===== config.mk =====
export PLATFORM = sky130hd
export DESIGN_NAME = software_timer_table
export DESIGN_NICKNAME = d
export VERILOG_FILES = /design/src/stt_pkg.sv /design/src/software_timer_table.sv /design/src/stt_ram.sv /design/src/stt_ctrl.sv /design/src/stt_datapath.sv
export SDC_FILE = /design/constraint.sdc
export NUM_CORES = 1
export LEC_CHECK = 0
export BUFFER_PORTS_ARGS = -buffer_cell sky130_fd_sc_hd__buf_2
export CAP_MARGIN = 30
export CORE_MARGIN = 4
export CORE_UTILIZATION = 45
export CTS_BUF_LIST = sky130_fd_sc_hd__clkbuf_4 sky130_fd_sc_hd__clkbuf_8
export DETAILED_ROUTE_END_ITERATION = 8
export MAX_ROUTING_LAYER = met4
export PLACE_DENSITY_LB_ADDON = 0.2
export SETUP_SLACK_MARGIN = 0.2
export SLEW_MARGIN = 40
export SYNTH_ARGS = -nofsm -noshare
export SYNTH_HDL_FRONTEND = slang
export SYNTH_SLANG_ARGS = --single-unit

===== constraint.sdc =====
create_clock -name clock -period 6.6 [get_ports clock]
set_input_delay 1.32 -clock clock [delete_from_list [all_inputs] [get_ports clock]]
set_output_delay 1.32 -clock clock [all_outputs]
set_load 0.02 [all_outputs]

===== src/stt_pkg.sv =====
`timescale 1ns / 1ps

package stt_pkg;

   localparam int CAPACITY_DEFAULT = 8;

   typedef enum logic [1:0] {
      FUNC_ADD    = 2'd0,
      FUNC_CANCEL = 2'd1,
      FUNC_TICK   = 2'd2,
      FUNC_NONE   = 2'd3
   } func_type;

   typedef enum logic [2:0] {
      KIND_ADDED    = 3'd0,
      KIND_FULL     = 3'd1,
      KIND_REMOVED  = 3'd2,
      KIND_BAD_SLOT = 3'd3,
      KIND_FIRED    = 3'd4,
      KIND_IDLE     = 3'd5
   } kind_type;

   typedef enum logic [1:0] {
      ST_IDLE,
      ST_SWEEP,
      ST_FINISH
   } state_type;

   // Action reference: the code is zero whenever the present flag is clear.
   typedef struct packed {
      logic       present;
      logic [7:0] code;
   } act_type;

   typedef struct packed {
      logic [14:0] period;
      logic [14:0] remaining;
      logic [15:0] repeats;
      act_type     action;
      act_type     alternate;
      act_type     callback;
   } entry_type;

   // Request beat layout, highest bits first.
   typedef struct packed {
      logic [2:0]  pad;
      logic [2:0]  slot;
      logic [7:0]  callback_code;
      logic        callback_present;
      logic [7:0]  alternate_code;
      logic        alternate_present;
      logic [7:0]  action_code;
      logic        action_present;
      logic [15:0] repeat_count;
      logic [14:0] period;
   } req_type;

   typedef struct packed {
      kind_type   kind;
      logic [2:0] slot;
      act_type    run;
      logic       finished;
      act_type    done;
      logic [3:0] held;
      logic       last;
   } result_type;

   typedef struct packed {
      logic load;
      logic sweep;
      logic finish;
   } ctrl_cmd_type;

   typedef struct packed {
      logic cancel_ok;
      logic sweep_done;
      logic out_free;
   } dp_status_type;

   function automatic act_type pack_act(input logic present, input logic [7:0] code);
      act_type a;
      a.present = present;
      a.code    = present ? code : 8'd0;
      return a;
   endfunction

   function automatic logic [14:0] reload_of(input logic [14:0] period);
      return (period == 15'd0) ? 15'd1 : period;
   endfunction

endpackage


===== src/software_timer_table.sv =====
`timescale 1ns / 1ps

// Channel   Direction  Handshake              Payload
// req_      in         req_tvalid/req_tready  tdata: task fields, tuser: func
// rsp_      out        rsp_tvalid/rsp_tready  tdata: result fields, tuser: kind, tlast
//
// One request is taken at a time. An add, a refused add, a bad cancel or an unused
// func code goes from the load straight to its final beat. A tick sweeps the table,
// reading one table entry per cycle through the registered task memory read port
// unless a stalled result holds the sweep, and then gives the final beat. A cancel
// sweeps the slots after the removed one to shift them down; when the last slot is
// removed there is nothing to shift.
// Reset is synchronous and active high; it empties the table without touching the
// memory. A stalled result beat holds the sweep only when a newer firing needs its
// place, and the final beat of a request waits until the output register is free;
// otherwise the next request is taken while the result waits.

module software_timer_table #(
   parameter int CAPACITY = stt_pkg::CAPACITY_DEFAULT
) (
   input  logic        clock,
   input  logic        reset,

   input  logic        req_tvalid,
   output logic        req_tready,
   // period[14:0], repeat_count[30:15], action_present[31], action_code[39:32],
   // alternate_present[40], alternate_code[48:41], callback_present[49],
   // callback_code[57:50], slot[60:58], zero[63:61]
   input  logic [63:0] req_tdata,
   // func[1:0]
   input  logic [1:0]  req_tuser,

   output logic        rsp_tvalid,
   input  logic        rsp_tready,
   // slot_out[2:0], run_valid[3], run_code[11:4], finished[12], done_valid[13],
   // done_code[21:14], tasks_held[25:22], zero[31:26]
   output logic [31:0] rsp_tdata,
   // kind[2:0]
   output logic [2:0]  rsp_tuser,
   output logic        rsp_tlast
);

   stt_pkg::func_type      func;
   stt_pkg::ctrl_cmd_type  cmd;
   stt_pkg::dp_status_type status;
   stt_pkg::result_type    rsp;

   assign func = stt_pkg::func_type'(req_tuser);

   // The controller sequences each request: load, optional sweep, then the
   // final result beat.
   stt_ctrl u_ctrl (
      .clock     (clock),
      .reset     (reset),
      .req_valid (req_tvalid),
      .func      (func),
      .status    (status),
      .req_ready (req_tready),
      .cmd       (cmd)
   );

   // The datapath holds the task memory, the sweep pointers, the one-deep
   // pending result and the output register.
   stt_datapath #(
      .CAPACITY (CAPACITY)
   ) u_datapath (
      .clock     (clock),
      .reset     (reset),
      .cmd       (cmd),
      .func      (func),
      .req_data  (req_tdata),
      .rsp_ready (rsp_tready),
      .status    (status),
      .rsp_valid (rsp_tvalid),
      .rsp       (rsp)
   );

   assign rsp_tdata = {6'd0, rsp.held, rsp.done.code, rsp.done.present, rsp.finished,
                       rsp.run.code, rsp.run.present, rsp.slot};
   assign rsp_tuser = rsp.kind;
   assign rsp_tlast = rsp.last;

endmodule


===== src/stt_ram.sv =====
`timescale 1ns / 1ps

module stt_ram #(
   parameter int WIDTH = 8,
   parameter int DEPTH = 8,
   localparam int AW = (DEPTH > 1) ? $clog2(DEPTH) : 1
) (
   input  logic             clock,
   input  logic             wr_en,
   input  logic [AW-1:0]    wr_addr,
   input  logic [WIDTH-1:0] wr_data,
   input  logic             rd_en,
   input  logic [AW-1:0]    rd_addr,
   output logic [WIDTH-1:0] rd_data
);

   logic [WIDTH-1:0] mem_ff [DEPTH];
   logic [WIDTH-1:0] rd_data_ff;

   always_ff @(posedge clock) begin
      if (wr_en) begin
         mem_ff[wr_addr] <= wr_data;
      end
      // Read data holds while no read is issued.
      if (rd_en) begin
         rd_data_ff <= mem_ff[rd_addr];
      end
   end

   assign rd_data = rd_data_ff;

endmodule


===== src/stt_ctrl.sv =====
`timescale 1ns / 1ps

module stt_ctrl (
   input  logic                     clock,
   input  logic                     reset,
   input  logic                     req_valid,
   input  stt_pkg::func_type        func,
   input  stt_pkg::dp_status_type   status,
   output logic                     req_ready,
   output stt_pkg::ctrl_cmd_type    cmd
);

   stt_pkg::state_type state_ff, state_in;
   logic               req_fire;

   assign req_fire = req_valid && (state_ff == stt_pkg::ST_IDLE);

   always_comb begin
      state_in = state_ff;
      case (state_ff)
         stt_pkg::ST_IDLE: begin
            if (req_fire) begin
               case (func)
                  stt_pkg::FUNC_TICK:   state_in = stt_pkg::ST_SWEEP;
                  stt_pkg::FUNC_CANCEL: state_in = status.cancel_ok ? stt_pkg::ST_SWEEP
                                                                    : stt_pkg::ST_FINISH;
                  default:              state_in = stt_pkg::ST_FINISH;
               endcase
            end
         end
         stt_pkg::ST_SWEEP: begin
            if (status.sweep_done) state_in = stt_pkg::ST_FINISH;
         end
         stt_pkg::ST_FINISH: begin
            if (status.out_free) state_in = stt_pkg::ST_IDLE;
         end
         default: state_in = stt_pkg::ST_IDLE;
      endcase
   end

   always_comb begin
      req_ready  = (state_ff == stt_pkg::ST_IDLE);
      cmd.load   = req_fire;
      cmd.sweep  = (state_ff == stt_pkg::ST_SWEEP);
      cmd.finish = (state_ff == stt_pkg::ST_FINISH);
   end

   always_ff @(posedge clock) begin
      if (reset) begin
         state_ff <= stt_pkg::ST_IDLE;
      end else begin
         state_ff <= state_in;
      end
   end

endmodule


===== src/stt_datapath.sv =====
`timescale 1ns / 1ps

module stt_datapath #(
   parameter int CAPACITY = stt_pkg::CAPACITY_DEFAULT
) (
   input  logic                   clock,
   input  logic                   reset,
   input  stt_pkg::ctrl_cmd_type  cmd,
   input  stt_pkg::func_type      func,
   input  logic [63:0]            req_data,
   input  logic                   rsp_ready,
   output stt_pkg::dp_status_type status,
   output logic                   rsp_valid,
   output stt_pkg::result_type    rsp
);

   localparam int CW = $clog2(CAPACITY + 1);
   localparam int IW = (CAPACITY > 1) ? $clog2(CAPACITY) : 1;
   localparam int WW = (CW > 4) ? CW : 4;

   stt_pkg::req_type    req;
   stt_pkg::entry_type  entry_q, entry_upd, entry_new;
   stt_pkg::result_type fired, pend_ff, pend_in, rsp_ff, rsp_in, done_res;

   logic [CW-1:0] count_ff, count_in, old_ff, old_in, iss_ff, iss_in;
   logic [CW-1:0] wr_ff, wr_in, rd_ff, rd_in, wr_next, held_c, count_inc, count_dec;
   logic          pv_ff, pv_in, tick_ff, tick_in, pend_v_ff, pend_v_in;
   logic          rsp_valid_ff, rsp_valid_in;
   logic [WW-1:0] rd_w, held_w, count_w, inc_w, dec_w, slot_w;
   logic          out_free, due, last_rep, tick_emit, block, step, issue, proc, keep;
   logic          add_ok, cancel_ok, ram_we, entry_bits_we;
   logic [IW-1:0] ram_waddr;
   logic [$bits(stt_pkg::entry_type)-1:0] ram_wdata, ram_rdata;

   assign req     = stt_pkg::req_type'(req_data);
   assign entry_q = stt_pkg::entry_type'(ram_rdata);

   assign out_free  = !rsp_valid_ff || rsp_ready;
   assign due       = (entry_q.remaining <= 15'd1);
   assign last_rep  = due && (entry_q.repeats == 16'd1);
   assign tick_emit = pv_ff && tick_ff && due;
   assign block     = tick_emit && pend_v_ff && !out_free;
   assign step      = cmd.sweep && !block;
   assign issue     = step && (iss_ff < old_ff);
   assign proc      = step && pv_ff;
   assign keep      = !(tick_ff && last_rep);

   assign count_inc = count_ff + CW'(1);
   assign count_dec = count_ff - CW'(1);
   assign wr_next   = keep ? (wr_ff + CW'(1)) : wr_ff;
   // Tasks held while sweeping: survivors so far plus entries not yet visited.
   assign held_c    = wr_next + old_ff - rd_ff - CW'(1);

   assign rd_w    = WW'(rd_ff);
   assign held_w  = WW'(held_c);
   assign count_w = WW'(count_ff);
   assign inc_w   = WW'(count_inc);
   assign dec_w   = WW'(count_dec);
   assign slot_w  = WW'(req.slot);

   assign add_ok    = (count_ff < CW'(CAPACITY));
   assign cancel_ok = (slot_w < count_w);

   always_comb begin
      entry_upd = entry_q;
      if (tick_ff) begin
         if (due) begin
            if (entry_q.repeats > 16'd1) entry_upd.repeats = entry_q.repeats - 16'd1;
            if (entry_q.alternate.present) begin
               entry_upd.action    = entry_q.alternate;
               entry_upd.alternate = entry_q.action;
            end
            entry_upd.remaining = stt_pkg::reload_of(entry_q.period);
         end else begin
            entry_upd.remaining = entry_q.remaining - 15'd1;
         end
      end
   end

   always_comb begin
      entry_new.period    = req.period;
      entry_new.remaining = stt_pkg::reload_of(req.period);
      entry_new.repeats   = req.repeat_count;
      entry_new.action    = stt_pkg::pack_act(req.action_present, req.action_code);
      entry_new.alternate = stt_pkg::pack_act(req.alternate_present, req.alternate_code);
      entry_new.callback  = stt_pkg::pack_act(req.callback_present, req.callback_code);
   end

   always_comb begin
      fired          = '0;
      fired.kind     = stt_pkg::KIND_FIRED;
      fired.slot     = rd_w[2:0];
      fired.run      = entry_q.action;
      fired.finished = last_rep;
      fired.done     = last_rep ? entry_q.callback : '0;
      fired.held     = held_w[3:0];
   end

   always_comb begin
      done_res = '0;
      if (pend_v_ff) begin
         done_res = pend_ff;
      end else begin
         done_res.kind = stt_pkg::KIND_IDLE;
         done_res.held = count_w[3:0];
      end
      done_res.last = 1'b1;
   end

   assign entry_bits_we = cmd.load && (func == stt_pkg::FUNC_ADD) && add_ok;
   assign ram_we        = entry_bits_we || (proc && keep);
   assign ram_waddr     = entry_bits_we ? count_ff[IW-1:0] : wr_ff[IW-1:0];
   assign ram_wdata     = entry_bits_we ? entry_new : entry_upd;

   stt_ram #(
      .WIDTH ($bits(stt_pkg::entry_type)),
      .DEPTH (CAPACITY)
   ) u_ram (
      .clock   (clock),
      .wr_en   (ram_we),
      .wr_addr (ram_waddr),
      .wr_data (ram_wdata),
      .rd_en   (issue),
      .rd_addr (iss_ff[IW-1:0]),
      .rd_data (ram_rdata)
   );

   always_comb begin
      count_in     = count_ff;
      old_in       = old_ff;
      iss_in       = iss_ff;
      wr_in        = wr_ff;
      rd_in        = rd_ff;
      pv_in        = pv_ff;
      tick_in      = tick_ff;
      pend_v_in    = pend_v_ff;
      pend_in      = pend_ff;
      rsp_in       = rsp_ff;
      rsp_valid_in = rsp_valid_ff && !rsp_ready;

      if (cmd.load) begin
         pend_in = '0;
         case (func)
            stt_pkg::FUNC_ADD: begin
               pend_v_in = 1'b1;
               if (add_ok) begin
                  count_in     = count_inc;
                  pend_in.kind = stt_pkg::KIND_ADDED;
                  pend_in.slot = count_w[2:0];
                  pend_in.held = inc_w[3:0];
               end else begin
                  pend_in.kind = stt_pkg::KIND_FULL;
                  pend_in.held = count_w[3:0];
               end
            end
            stt_pkg::FUNC_CANCEL: begin
               pend_v_in    = 1'b1;
               pend_in.slot = req.slot;
               if (cancel_ok) begin
                  count_in     = count_dec;
                  old_in       = count_ff;
                  iss_in       = slot_w[CW-1:0] + CW'(1);
                  wr_in        = slot_w[CW-1:0];
                  tick_in      = 1'b0;
                  pv_in        = 1'b0;
                  pend_in.kind = stt_pkg::KIND_REMOVED;
                  pend_in.held = dec_w[3:0];
               end else begin
                  pend_in.kind = stt_pkg::KIND_BAD_SLOT;
                  pend_in.held = count_w[3:0];
               end
            end
            stt_pkg::FUNC_TICK: begin
               pend_v_in = 1'b0;
               old_in    = count_ff;
               iss_in    = '0;
               wr_in     = '0;
               tick_in   = 1'b1;
               pv_in     = 1'b0;
            end
            default: begin
               pend_v_in = 1'b0;
            end
         endcase
      end

      if (step) begin
         pv_in = issue;
         if (issue) begin
            iss_in = iss_ff + CW'(1);
            rd_in  = iss_ff;
         end
         if (proc) begin
            wr_in = wr_next;
            if (tick_ff) count_in = held_c;
            if (tick_emit) begin
               pend_in   = fired;
               pend_v_in = 1'b1;
               // The held result is known not to be the final one now.
               if (pend_v_ff) begin
                  rsp_in       = pend_ff;
                  rsp_valid_in = 1'b1;
               end
            end
         end
      end

      if (cmd.finish && out_free) begin
         rsp_in       = done_res;
         rsp_valid_in = 1'b1;
         pend_v_in    = 1'b0;
      end
   end

   always_ff @(posedge clock) begin
      if (reset) begin
         count_ff     <= '0;
         old_ff       <= '0;
         iss_ff       <= '0;
         wr_ff        <= '0;
         rd_ff        <= '0;
         pv_ff        <= 1'b0;
         tick_ff      <= 1'b0;
         pend_v_ff    <= 1'b0;
         rsp_valid_ff <= 1'b0;
      end else begin
         count_ff     <= count_in;
         old_ff       <= old_in;
         iss_ff       <= iss_in;
         wr_ff        <= wr_in;
         rd_ff        <= rd_in;
         pv_ff        <= pv_in;
         tick_ff      <= tick_in;
         pend_v_ff    <= pend_v_in;
         rsp_valid_ff <= rsp_valid_in;
      end
   end

   always_ff @(posedge clock) begin
      pend_ff <= pend_in;
      rsp_ff  <= rsp_in;
   end

   always_comb begin
      status.cancel_ok  = cancel_ok;
      status.sweep_done = !pv_ff && (iss_ff >= old_ff);
      status.out_free   = out_free;
   end

   assign rsp_valid = rsp_valid_ff;
   assign rsp       = rsp_ff;

endmodule


Yosys cells after proc, flatten, opt, wreduce, memory -nomap -nowiden
Memory sizes are Yosys's and may differ from the RTL's. A register that Yosys moved wholly into a read port is not among the register bits.
Index checks and enable logic that the tools add are counted.
{"block": "word_totals", "reg_bits": 86, "ramBits": 584, "input_bits": 70, "out_inout_bits": 38, "elab_cells": 171, "n_memories": 1}
{"block": "classes", "addsub": 10, "magnitude_cmp": 6, "n_eq_ne": 10, "mux": 73, "n_reduce_logical": 43}
{"name": "u_datapath.u_ram.mem_ff", "words": 8, "word_bits": 73, "rd": 1, "rd_clocked_by_memory_dff": 1, "wr": 1, "line_no": "stt_ram.sv:17", "source": "logic [WIDTH-1:0] mem_ff [DEPTH];"}
{"op": "30-bit two-way mux", "n": 9}
{"op": "73-bit two-way mux", "n": 1}
{"op": "4-bit two-way mux", "n": 17}
{"op": "49-bit two-way mux", "n": 1}
{"op": "15-bit two-way mux", "n": 3}
{"op": "4-bit one-hot mux with 2 select lines", "n": 5}
{"op": "34-bit two-way mux", "n": 1}
{"op": "15-bit logical NOT", "n": 2}
{"op": "8-bit two-way mux", "n": 3}
{"op": "22-bit two-way mux", "n": 1}
{"op": "18-bit two-way mux", "n": 1}
{"op": "1-bit two-way mux", "n": 17}
{"op": "16-bit by 1-bit equality test with 1-bit output, second input constant", "n": 1}
{"op": "16-bit by 1-bit greater-than comparator with 1-bit output, second input constant", "n": 1}
{"op": "1-bit logical AND", "n": 16}
{"op": "16-bit two-way mux", "n": 1}
{"op": "16-bit by 1-bit subtractor with 16-bit output, second input constant", "n": 1}
{"op": "15-bit by 1-bit <= comparator with 1-bit output, second input constant", "n": 1}
{"op": "15-bit by 1-bit subtractor with 15-bit output, second input constant", "n": 1}
{"op": "4-bit by 1-bit adder with 4-bit output, second input constant", "n": 3}
{"op": "6-bit one-hot mux with 2 select lines", "n": 1}
{"op": "2-bit nonzero test", "n": 6}
{"op": "3-bit two-way mux", "n": 3}
{"op": "9-bit two-way mux", "n": 1}
{"op": "other kinds (25)", "n": 45}

Longest topological paths before layout
Gate-level depths: netlist of the first run.
{"block": "logic_depth", "word_depth": 11, "mapped_depth": 16, "depth_no_buf": 16}

Modules after synthesis
A second synthesis of the first run with hierarchy kept.
{"block": "hier_totals", "cells_unflattened": 1748, "hier_area_um2": 31074.8}
{"mod": "stt_ram", "instances": 1, "cells_each": 929, "area_each_um2": 24732.5, "seq_area_each_um2": 19728.9}
{"mod": "stt_datapath", "instances": 1, "cells_each": 790, "area_each_um2": 6127.1, "seq_area_each_um2": 1971.9}
{"mod": "stt_ctrl", "instances": 1, "cells_each": 22, "area_each_um2": 166.4, "seq_area_each_um2": 40.0}
{"mod": "software_timer_table", "instances": 1, "cells_each": 7, "area_each_um2": 48.8, "seq_area_each_um2": 0.0}

Least setup slack after synthesis of the first run
No wires, ideal clock.
{"block": "synth_timing", "path_type": "input to register", "from": "input req_tuser[0]", "to": "memory u_datapath.u_ram.mem_ff[4][0] (netlist name) (enable)", "setup_ps": 505, "arrival_ps": 5489, "t_required_ps": 6095, "path_slack_ps": 606, "path_stages": 7, "n_path_buf": 2, "path_cell_list": "inv_1 > ha_1 > and4_1 > buf_2 > buf_1 > a2bb2oi_1 > nor2_1"}
{"block": "synth_between", "elab_chain_len": 6, "elab_cells_between_ends": 7, "classes_between": "mux: 3; reduce/logical: 4"}
{"item": "start: declaration", "line_no": "software_timer_table.sv:31", "source": "input logic [1:0] req_tuser,"}
{"item": "2-bit logical NOT *", "line_no": "stt_datapath.sv:110", "source": "assign entry_bits_we = cmd.load && (func == stt_pkg::FUNC_ADD) && add_ok;"}
{"item": "1-bit logical AND * (2 in series)", "line_no": "stt_datapath.sv:110"}
{"item": "1-bit logical OR", "line_no": "stt_datapath.sv:111", "source": "assign ram_we = entry_bits_we || (proc && keep);"}
{"item": "1-bit two-way mux", "line_no": "stt_ram.sv:21", "source": "if (wr_en) begin"}
{"item": "1-bit two-way mux (implied by the code)", "line_no": "stt_ram.sv:22", "source": "mem_ff[wr_addr] <= wr_data;"}
{"item": "end: declaration", "line_no": "stt_ram.sv:17"}
Every way passes the cells marked *; elsewhere a longest branch is shown, timed or not.

Final worst setup path of the first run
{"block": "layout_timing", "from": "register u_datapath.u_ram.rd_data_ff[56] (netlist: u_datapath.u_ram.rd_data[56]), read port of u_datapath.u_ram.mem_ff", "to": "register u_datapath.count_ff[3]"}
{"block": "layout_between", "elab_chain_len": 10, "elab_cells_between_ends": 16, "classes_between": "add/sub: 3; order compare: 1; mux: 4; reduce/logical: 8"}
{"item": "start: declaration", "line_no": "stt_ram.sv:18", "source": "logic [WIDTH-1:0] rd_data_ff;"}
{"item": "15-bit by 1-bit <= comparator with 1-bit output *", "line_no": "stt_datapath.sv:39", "source": "assign due = (entry_q.remaining <= 15'd1);"}
{"item": "1-bit logical AND", "line_no": "stt_datapath.sv:40", "source": "assign last_rep = due && (entry_q.repeats == 16'd1);"}
{"item": "1-bit logical AND", "line_no": "stt_datapath.sv:46", "source": "assign keep = !(tick_ff && last_rep);"}
{"item": "4-bit two-way mux", "line_no": "stt_datapath.sv:50", "source": "assign wr_next = keep ? (wr_ff + CW'(1)) : wr_ff;"}
{"item": "4-bit adder", "line_no": "stt_datapath.sv:52", "source": "assign held_c = wr_next + old_ff - rd_ff - CW'(1);"}
{"item": "4-bit subtractor", "line_no": "stt_datapath.sv:52"}
{"item": "4-bit by 1-bit subtractor with 4-bit output", "line_no": "stt_datapath.sv:52"}
{"item": "4-bit two-way mux", "line_no": "stt_datapath.sv:195", "source": "if (tick_ff) count_in = held_c;"}
{"item": "4-bit two-way mux", "line_no": "stt_datapath.sv:193", "source": "if (proc) begin"}
{"item": "4-bit two-way mux *", "line_no": "stt_datapath.sv:187", "source": "if (step) begin"}
{"item": "end signal: assignment", "line_no": "stt_datapath.sv:227", "source": "count_ff <= count_in;"}
{"item": "end: declaration", "line_no": "stt_datapath.sv:25", "source": "logic [CW-1:0] count_ff, count_in, old_ff, old_in, iss_ff, iss_in;"}
Marked as above.
A chain may end at the register's enable or synchronous reset.

==> impl_table.tex, run 1 <==
\begin{tabular}{lr}
\hline
Metric & Value \\
\hline
\multicolumn{2}{l}{\textbf{Worst setup path}} \\
\quad Endpoint type of the worst setup path & register \\
\quad Worst EP required & 7.18 ns \\
\quad Cells on worst reg2reg path & 15 \\
\quad Worst Setup Path Type & reg -> reg \\
\quad Terminus of the critical flop-to-flop path & u\_datapath.count\_ff[3] \\
\quad CP Launch Type & register \\
\quad Arrival time of data at the critical path endpoint & 4.95 ns \\
\quad Worst reg2reg setup slack & 2.23 ns \\
\quad Crit-path max FO & 9 \\
\quad Worst reg2reg path startpoint & u\_datapath.u\_ram.rd\_data[56] \\
\multicolumn{2}{l}{\textbf{Finish}} \\
\quad Commonest cells after routing, fill and taps aside & 686 x sky130\_fd\_sc\_hd\_\_edfxtp\_1, 350 x sky130\_fd\_sc\_hd\_\_nand2\_1, 146 x sky130\_fd\_sc\_hd\_\_mux4\_2 \\
\quad Layout overhead on the synthesized area & 13.2\% \\
\quad Total number of nets in the final design & 2124 \\
\quad Final core area utilization & 51.3\% \\
\quad Proportion of layout cells with a drive suffix above 1 & 24.5\% \\
\quad Most common cell after layout, fill and taps aside & sky130\_fd\_sc\_hd\_\_edfxtp\_1 \\
\multicolumn{2}{l}{\textbf{Clock tree}} \\
\quad Maximum count of clock buffers along a single path & 3 \\
\quad Clock sink count & 743 \\
\quad Hold bufs inserted after CTS & 0 \\
\quad Clock-pin slew reported for the worst setup and hold paths after clock tree synthesis & 0.06 ns \\
\quad Post-CTS sizing & 0 \\
\quad Clock latency at the later pin of the worst-skew pair & about 0.73 ns \\
\quad Setup repair bufs after CTS & 0 \\
\quad Num CTS Buffers & 117 \\
\quad TritonCTS clock tree & yes \\
\quad Root Buffer & sky130\_fd\_sc\_hd\_\_clkbuf\_8 \\
\quad H-Tree Level Count & 3 \\
\multicolumn{2}{l}{\textbf{Floorplan}} \\
\quad Area enclosed by the die boundary & $\sim$72000 sq um \\
\quad Chip height & between 200 and 300 microns \\
\quad Horizontal die dimension & about 270 microns \\
\quad Placeable core region & 67200 sq um \\
\quad Standard-cell row count & 95 \\
\quad Starting density of the core & 45.4\% \\
\quad Number of top-level design ports & 108 \\
\multicolumn{2}{l}{\textbf{Global routing}} \\
\quad Global route total overflow & 0 \\
\quad Initial antenna violation count & 2 \\
\quad Number of global-route vias before repair & 17400 \\
\quad Pin count of the biggest net entering global routing & 74 \\
\quad Wire length of the first global-routing pass & 106000 microns \\
\quad Total track usage & approximately 20\% \\
\multicolumn{2}{l}{\textbf{Route}} \\
\quad Total wire length after detailed routing & 69500 microns \\
\quad Iter 0 DRT Violations & 1491 \\
\quad Mean routed wirelength per cell & 23.1 microns \\
\quad Router iterations before antenna repair & 5 \\
\quad Final antenna-violating net count & 0 \\
\quad DR vias/cell & 5.66 \\
\quad Count of vias placed by the detailed router & 17000 \\
\quad \# DRC & 0 \\
\multicolumn{2}{l}{\textbf{Logic synthesis}} \\
\quad Post-synthesis xor/xnor area fraction & 0.690\% \\
\quad Count of unique library cells instantiated by Yosys & 75 \\
\quad Largest family of logic cells by synthesized area & multiplexers \\
\quad Area fraction in compound gates after synthesis & $\sim$4.0\% \\
\quad EDFF count, synth & 686 \\
\quad Area share of and/or/nand/nor cells after synthesis & 8.76\% \\
\quad Largest area contributor in the netlist & sky130\_fd\_sc\_hd\_\_edfxtp\_1 \\
\quad Synth area leaders & sky130\_fd\_sc\_hd\_\_edfxtp\_1 68\%, sky130\_fd\_sc\_hd\_\_mux4\_2 11\%, sky130\_fd\_sc\_hd\_\_nand2\_1 4.3\%, sky130\_fd\_sc\_hd\_\_dfxtp\_1 3.7\%, sky130\_fd\_sc\_hd\_\_mux2i\_1 1.2\% \\
\quad Number of instances in the synthesized netlist & 1883 \\
\quad Cell area after technology mapping & 30500 sq um \\
\quad Synthesis-stage register bit count & 743 \\
\quad Synth Area in Adders & under 10\% \\
\quad Main flop type after synthesis & sky130\_fd\_sc\_hd\_\_edfxtp\_1 \\
\quad Multiplexer fraction of the synthesized cell area & 12.3\% \\
\quad Number of warnings issued by yosys & 0 \\
\quad Portion of the post-synthesis area used by sequential elements & 71.4\% \\
\quad Synthesized area per cell & between 15 and 20 sq um \\
\quad Post-synth ARST share & 0\% \\
\quad Fraction of synthesized cell area taken by the top area cell type & 67.6\% \\
\multicolumn{2}{l}{\textbf{STA}} \\
\quad Achievable Freq & 229 MHz \\
\quad Slew HR & 45.4\% \\
\quad Final Hold Vio Count & 0 \\
\quad RSZ-0062 raised after global routing & false \\
\quad Period Utilization, post-route & 66.2\% \\
\quad Time the worst path needs with I/O delays and setup & 4.37 ns \\
\quad Setup violation total in the final timing report & 0 \\
\quad Transition time of the tightest slew-check pin & 0.811 ns \\
\quad Setup tns final & 0 ns \\
\quad Final Max Slew Viols & 0 \\
\quad Setup Skew & 0.0256 ns \\
\multicolumn{2}{l}{\textbf{Place}} \\
\quad Number of input and output port buffers inserted & 98 \\
\quad Gp weighted congestion & 0.814 \\
\quad Placed wire-length estimate & 38700 microns \\
\multicolumn{2}{l}{\textbf{Power}} \\
\quad Total power consumption of the routed design & $\sim$9.4 mW \\
\quad Cell area power density & 273 nW/um\^{}2 \\
\quad Lkg Pwr & 11.5 nW \\
\quad VDD IR max & about 0.15 mV \\
\multicolumn{2}{l}{\textbf{Flow run}} \\
\quad Number of max-cap violations & 0 \\
\multicolumn{2}{l}{\textbf{Worst hold path}} \\
\quad Destination of the worst hold path & u\_datapath.pend\_ff[14] \\
\quad Hold Crit Depth & 1 \\
\quad Critical hold path startpoint & u\_datapath.pend\_ff[14] \\
\quad Type of the most critical hold path & reg -> reg \\
\multicolumn{2}{l}{\textbf{Run status}} \\
\quad Result of the run & finished, final reports clean \\
\hline
\end{tabular}
-- worst max path at each step --
stage / slack (ns) / depth (start not counted) / endpoint / from
after floorplan: 0.61 / 7 / u_datapath.u_ram.mem_ff[4][0] / req_tuser[0]
after global placement: 1.69 / 9 / u_datapath.u_ram.mem_ff[3][61] / req_tuser[0]
after detailed placement: 1.68 / 9 / u_datapath.u_ram.mem_ff[1][63] / req_tuser[0]
after CTS: 2.26 / 15 / u_datapath.count_ff[3] / u_datapath.u_ram.rd_data[56]
after global routing: 1.84 / 15 / u_datapath.count_ff[3] / u_datapath.u_ram.rd_data[38]
final: 2.23 / 15 / u_datapath.count_ff[3] / u_datapath.u_ram.rd_data[56]
-- layer usage --
| metal | vias to the layer above | wire length, microns | GRT usage (%) | part of all wire [%] |
|---|---|---|---|---|
| li1 | 7576 | - | - | - |
| met1 | 8771 | 30200 | 27.0 | 43 |
| met2 | 543 | 33700 | 31.5 | 48 |
| met3 | 104 | 4040 | 3.09 | 5.8 |
| met4 | 0 | 1630 | 6.68 | 2.4 |
| met5 | - | 0 | - | 0 |
-- Yosys cell counts (5+ instances only) --
| master | instances |
|---|---|
| sky130_fd_sc_hd__buf_4 | 7 |
| sky130_fd_sc_hd__dfxtp_1 | 57 |
| sky130_fd_sc_hd__a22o_1 | 9 |
| sky130_fd_sc_hd__buf_1 | 14 |
| sky130_fd_sc_hd__xnor2_1 | 19 |
| sky130_fd_sc_hd__edfxtp_1 | 686 |
| sky130_fd_sc_hd__mux2_2 | 5 |
| sky130_fd_sc_hd__a221oi_1 | 7 |
| sky130_fd_sc_hd__a21oi_1 | 31 |
| sky130_fd_sc_hd__nor3_1 | 16 |
| sky130_fd_sc_hd__o21a_1 | 5 |
| sky130_fd_sc_hd__ha_1 | 20 |
| sky130_fd_sc_hd__buf_2 | 20 |
| sky130_fd_sc_hd__and2_1 | 26 |
| sky130_fd_sc_hd__xor2_1 | 5 |
| sky130_fd_sc_hd__nand3_1 | 43 |
| sky130_fd_sc_hd__mux4_2 | 146 |
| sky130_fd_sc_hd__inv_1 | 29 |
| sky130_fd_sc_hd__nor4_1 | 12 |
| sky130_fd_sc_hd__and3_1 | 9 |
| sky130_fd_sc_hd__o21ai_0 | 45 |
| sky130_fd_sc_hd__nand4_1 | 11 |
| sky130_fd_sc_hd__mux2i_1 | 37 |
| sky130_fd_sc_hd__nor2_1 | 60 |
| sky130_fd_sc_hd__a31oi_1 | 10 |
| sky130_fd_sc_hd__a211oi_1 | 6 |
| sky130_fd_sc_hd__nand2b_1 | 7 |
| sky130_fd_sc_hd__clkbuf_1 | 62 |
| sky130_fd_sc_hd__o211ai_1 | 5 |
| sky130_fd_sc_hd__o21ai_1 | 23 |
| sky130_fd_sc_hd__nor2b_1 | 8 |
| sky130_fd_sc_hd__a22oi_1 | 6 |
| sky130_fd_sc_hd__nand2_1 | 351 |
-- where the power goes --
group          switching, mW  internal [mW]  total [mW]
Clock                   1.80           2.12        3.92
Combinational          0.204          0.105       0.309
Sequential            0.0204           5.16        5.18
-- cells by family after synthesis --
family | Yosys count
buffers and inverters | 133
other | 1
flip-flops | 743
XOR/XNOR | 24
AO/OA/AOI/OAI | 186
adder cells (fa/ha/maj) | 24
AND/OR/NAND/NOR | 582
multiplexers | 190
-- per-stage QoR --
stage / area (sq um) / hold slack [ns] / instances / setup slack (ns)
finish: 34500 / 0.445 / 3004 / 2.23
global route: 34500 / 0.471 / 3004 / 1.84
CTS: 34400 / 0.447 / 3001 / 2.26
detailed placement: 32000 / 0.434 / 2783 / 1.68
global placement: 32000 / 0.430 / 2782 / 1.69
floorplan: 30500 / 0.418 / 1888 / 0.606
-- flip-flops by register name, summed over array words and instances, names as in the netlist --
signal	count
u_datapath.u_ram.mem_ff	584
u_datapath.u_ram.rd_data	73
u_datapath.pend_ff	30
u_datapath.rsp	30
u_datapath.count_ff	4
u_datapath.iss_ff	4
u_datapath.old_ff	4
u_datapath.rd_ff	4
u_datapath.wr_ff	4
u_ctrl.state_ff	2
u_datapath.pend_v_ff	1
u_datapath.pv_ff	1
u_datapath.rsp_valid	1
u_datapath.tick_ff	1
-- critical path, cell delays in order (launching register included) --
cell and delay [ns]:
sky130_fd_sc_hd__edfxtp_1 0.46, sky130_fd_sc_hd__nor4_4 0.45, sky130_fd_sc_hd__o211a_2 0.39, sky130_fd_sc_hd__nand2_2 0.26
sky130_fd_sc_hd__nor2_1 0.29, sky130_fd_sc_hd__mux2i_1 0.29, sky130_fd_sc_hd__inv_1 0.09, sky130_fd_sc_hd__fa_1 0.44
sky130_fd_sc_hd__ha_1 0.21, sky130_fd_sc_hd__fa_1 0.44, sky130_fd_sc_hd__xnor2_1 0.20, sky130_fd_sc_hd__xnor2_1 0.16
sky130_fd_sc_hd__xnor2_1 0.16, sky130_fd_sc_hd__xnor2_1 0.16, sky130_fd_sc_hd__mux2i_1 0.09, sky130_fd_sc_hd__nor2b_1 0.15
-- area by class of cell --
class | count | area, sq um
clock buffers | 168 | 2040
multi-input cells | 1012 | 8270
flip-flops and latches | 743 | 21800
diodes | 2 | 5.00
inverters | 29 | 110
fillers | 5496 | 32700
well taps | 873 | 1090
repair buffers | 127 | 843
clock inverters | 50 | 354
(Power assumes the default switching activity.)
==> run 2: changes to the inputs <==
clock period = 3.6 ns   (was 6.6 ns; I/O delays follow)
==> run 2 against run 1 <==
Net effect: the flow now finishes with violations (setup timing); sequential share of layout area is 1.4 points lower; clock skew is 0.017 ns higher; largest power group unchanged; count of clock-buffer cells in the layout is 10 lower; clock power increased by 87%; design area grew 2.2%; utilization increased by 1.1 points; via count is 0.88% higher.
==> impl_table.tex, run 2 (synthesis results as in run 1) <==
\begin{tabular}{lr}
\hline
Metric & Value \\
\hline
\multicolumn{2}{l}{\textbf{STA}} \\
\quad Setup Skew & 0.0428 ns \\
\quad Transition time of the tightest slew-check pin & roughly 0.80 ns \\
\quad Period Utilization, post-route & 102\% \\
\quad Slew HR & 46.3\% \\
\quad Achievable Freq & 273 MHz \\
\quad Final Max Slew Viols & 0 \\
\quad Setup violation total in the final timing report & 1 \\
\quad Final Hold Vio Count & 0 \\
\quad Fin worst setup slack & -0.0623 ns \\
\quad RSZ-0062 raised after global routing & true \\
\quad Time the worst path needs with I/O delays and setup & 3.66 ns \\
\multicolumn{2}{l}{\textbf{Global routing}} \\
\quad Wire length of the first global-routing pass & 107000 microns \\
\quad Initial antenna violation count & 3 \\
\quad Global route total overflow & 0 \\
\quad Total track usage & between 20 and 25\% \\
\quad Pin count of the biggest net entering global routing & 66 \\
\quad Number of global-route vias before repair & 17700 \\
\multicolumn{2}{l}{\textbf{Worst setup path}} \\
\quad Crit-path max FO & 2 \\
\quad Cells on worst reg2reg path & 16 \\
\quad Arrival time of data at the critical path endpoint & 4.24 ns \\
\quad Worst EP required & 4.17 ns \\
\quad Crit path top cell by count & sky130\_fd\_sc\_hd\_\_xnor2\_1 \\
\quad Cell type group with the largest total delay on the critical path & adder cells \\
\quad Endpoint type of the worst setup path & register \\
\quad Master of the slowest instance on the critical path & sky130\_fd\_sc\_hd\_\_fa\_1 \\
\quad Terminus of the critical flop-to-flop path & u\_datapath.count\_ff[3] \\
\quad Source of the critical timing path & u\_datapath.u\_ram.rd\_data[40] \\
\quad CP Launch Type & register \\
\quad Worst reg2reg setup slack & -0.06 ns \\
\quad Combined buffer and inverter count along the critical path & 2 \\
\quad Worst reg2reg path startpoint & u\_datapath.u\_ram.rd\_data[40] \\
\quad Max stage delay on crit path & 0.44 ns \\
\quad Worst Setup Path Type & reg -> reg \\
\quad Cell-by-cell listing of the critical path & nor4\_2 -> buf\_4 -> and4\_4 -> nand2\_4 -> nor2\_4 -> mux2i\_2 -> inv\_1 -> fa\_1 -> ha\_2 -> fa\_2 -> xnor2\_2 -> xnor2\_1 -> xnor2\_1 -> xnor2\_1 -> mux2i\_1 -> nor2b\_1 \\
\multicolumn{2}{l}{\textbf{Power}} \\
\quad Fraction of power consumed by sequential logic & 54.5\% \\
\quad Cell area power density & 495 nW/um\^{}2 \\
\quad Lkg Pwr & 11.9 nW \\
\quad Switching share of total power & between 20\% and 30\% \\
\quad Psw & 3.66 mW \\
\quad VDD IR max & 0.256 mV \\
\quad Clk pwr share & 42.1\% \\
\quad Combinational group share of total power & 3.4\% \\
\quad Internal Pwr Total & roughly 14 mW \\
\multicolumn{2}{l}{\textbf{Run status}} \\
\quad Result of the run & finished, violations left \\
\quad Violations in the final reports & setup timing \\
\multicolumn{2}{l}{\textbf{Finish}} \\
\quad Layout overhead on the synthesized area & 15.6\% \\
\quad Flip-flop count of the largest register after layout & 584 \\
\quad Most common cell after layout, fill and taps aside & sky130\_fd\_sc\_hd\_\_edfxtp\_1 \\
\quad Total number of nets in the final design & 2189 \\
\quad Count of non-filler cells in the finished layout & 3072 \\
\quad Filler instances & 5437 \\
\quad Commonest cells after routing, fill and taps aside & 686 x sky130\_fd\_sc\_hd\_\_edfxtp\_1, 350 x sky130\_fd\_sc\_hd\_\_nand2\_1, 146 x sky130\_fd\_sc\_hd\_\_mux4\_2 \\
\quad Proportion of layout cells with a drive suffix above 1 & 26.7\% \\
\quad Largest register by flop count & u\_datapath.u\_ram.mem\_ff \\
\multicolumn{2}{l}{\textbf{Place}} \\
\quad Number of input and output port buffers inserted & 98 \\
\quad Gp weighted congestion & 0.866 \\
\quad Instance count after placement with tap cells included & 2842 \\
\quad Placed wire-length estimate & between 40000 and 50000 microns \\
\quad Setup WS pre-CTS & -0.145 ns \\
\multicolumn{2}{l}{\textbf{Clock tree}} \\
\quad Hold bufs inserted after CTS & 0 \\
\quad Root Buffer & sky130\_fd\_sc\_hd\_\_clkbuf\_8 \\
\quad Clock sink count & 743 \\
\quad Clock-pin slew reported for the worst setup and hold paths after clock tree synthesis & $\sim$0.060 ns \\
\quad TritonCTS clock tree & yes \\
\quad H-Tree Level Count & 3 \\
\quad Maximum count of clock buffers along a single path & 3 \\
\quad Num CTS Buffers & 116 \\
\quad Clock latency at the later pin of the worst-skew pair & $\sim$0.73 ns \\
\multicolumn{2}{l}{\textbf{Worst hold path}} \\
\quad Critical hold path startpoint & rsp\_tready \\
\quad Type of the most critical hold path & in -> reg \\
\quad Destination of the worst hold path & u\_datapath.rsp\_valid \\
\quad Hold Crit Depth & 3 \\
\multicolumn{2}{l}{\textbf{Floorplan}} \\
\quad Standard-cell row count & 95 \\
\quad Starting density of the core & 45.4\% \\
\quad Area enclosed by the die boundary & 71900 sq um \\
\quad Horizontal die dimension & roughly 270 microns \\
\quad Placeable core region & about 67000 sq um \\
\quad Chip height & 268 microns \\
\quad Number of top-level design ports & about 110 \\
\multicolumn{2}{l}{\textbf{Route}} \\
\quad Router iterations before antenna repair & 5 \\
\quad Mean routed wirelength per cell & roughly 23 microns \\
\quad Count of vias placed by the detailed router & approximately 17000 \\
\quad Final antenna-violating net count & 0 \\
\quad DR vias/cell & 5.58 \\
\quad Iter 0 DRT Violations & roughly 1400 \\
\quad Total wire length after detailed routing & 70300 microns \\
\quad \# DRC & 0 \\
\multicolumn{2}{l}{\textbf{Flow run}} \\
\quad Number of max-cap violations & 0 \\
\hline
\end{tabular}
-- run 2: changes by cell type in the layout (fill, tap and decap cells not counted), moves of 4 or more --
cell / delta
sky130_fd_sc_hd__clkinv_1: +10
sky130_fd_sc_hd__clkinv_2: -6
sky130_fd_sc_hd__clkbuf_4: -7
sky130_fd_sc_hd__buf_6: -4
sky130_fd_sc_hd__buf_4: +58
sky130_fd_sc_hd__buf_12: +10
sky130_fd_sc_hd__o21ai_1: -4
sky130_fd_sc_hd__bufinv_16: +5
-- run 2: layout make-up --
type	instances	area, sq um	share of cell area [%]
Antenna cell	3	7.51	0.0213
Sequential cell	743	21800	61.8
Inverter	29	109	0.309
Clock inverter	61	492	1.40
Tap cell	873	1090	3.10
Timing Repair Buffer	193	1490	4.23
Multi-Input combinational cell	1012	8330	23.7
Clock buffer	158	1950	5.53
-- run 2: per-layer routing --
metal	GRT usage [%]	vias to the layer above	wire length [microns]
met2	31.9	525	33700
li1	-	7711	-
met1	28.3	8815	31200
met4	5.61	0	1240
met5	-	-	0
met3	3.23	93	4190
-- run 2: metrics by stage --
stage	power [mW]	hold slack, ns	util [%]	setup TNS (ns)	area (sq um)
after floorplan	10.0	0.418	-	-0.0219	30600
after global placement	10.2	0.430	48.5	-0.227	32600
after detailed placement	10.3	0.439	48.7	-0.145	32700
after CTS	17.6	0.238	52.4	-0.0503	35200
after global routing	18.1	0.296	52.4	-0.382	35200
final	17.4	0.321	52.4	-0.0623	35200
-- run 2: worst max path at each step --
stage                                   to  slack (ns)  cells after the start
floorplan           u_datapath.count_ff[3]       -0.02                     15
global placement    u_datapath.count_ff[3]       -0.20                     16
detailed placement  u_datapath.count_ff[3]       -0.15                     16
CTS                 u_datapath.count_ff[3]       -0.05                     16
global route        u_datapath.count_ff[3]       -0.23                     16
finish              u_datapath.count_ff[3]       -0.06                     16
-- run 2: power by group through the flow --
stage	Sequential [mW]	Clock (mW)	Combinational [mW]
finish	9.49	7.34	0.591
global route	9.49	7.97	0.654
CTS	9.49	7.53	0.595
detailed placement	9.67	0	0.590
global placement	9.67	0	0.576
floorplan	9.68	0	0.360
-- run 2: repair_timing --
| item | CTS | global route |
|---|---|---|
| gates resized for setup | 5 | 4 |
| pin swaps | 7 | 2 |
| setup buffers | 7 | 1 |
| hold endpoints to repair | 0 | 0 |
| setup endpoints to repair | 2 | 2 |
-- run 2: worst register-to-register path, stage by stage, from the launching register on --
cell	delay, ns
sky130_fd_sc_hd__edfxtp_1	0.40
sky130_fd_sc_hd__nor4_2	0.34
sky130_fd_sc_hd__buf_4	0.17
sky130_fd_sc_hd__and4_4	0.23
sky130_fd_sc_hd__nand2_4	0.06
sky130_fd_sc_hd__nor2_4	0.11
sky130_fd_sc_hd__mux2i_2	0.24
sky130_fd_sc_hd__inv_1	0.08
sky130_fd_sc_hd__fa_1	0.44
sky130_fd_sc_hd__ha_2	0.19
sky130_fd_sc_hd__fa_2	0.37
sky130_fd_sc_hd__xnor2_2	0.15
sky130_fd_sc_hd__xnor2_1	0.17
sky130_fd_sc_hd__xnor2_1	0.15
sky130_fd_sc_hd__xnor2_1	0.17
sky130_fd_sc_hd__mux2i_1	0.10
sky130_fd_sc_hd__nor2b_1	0.15
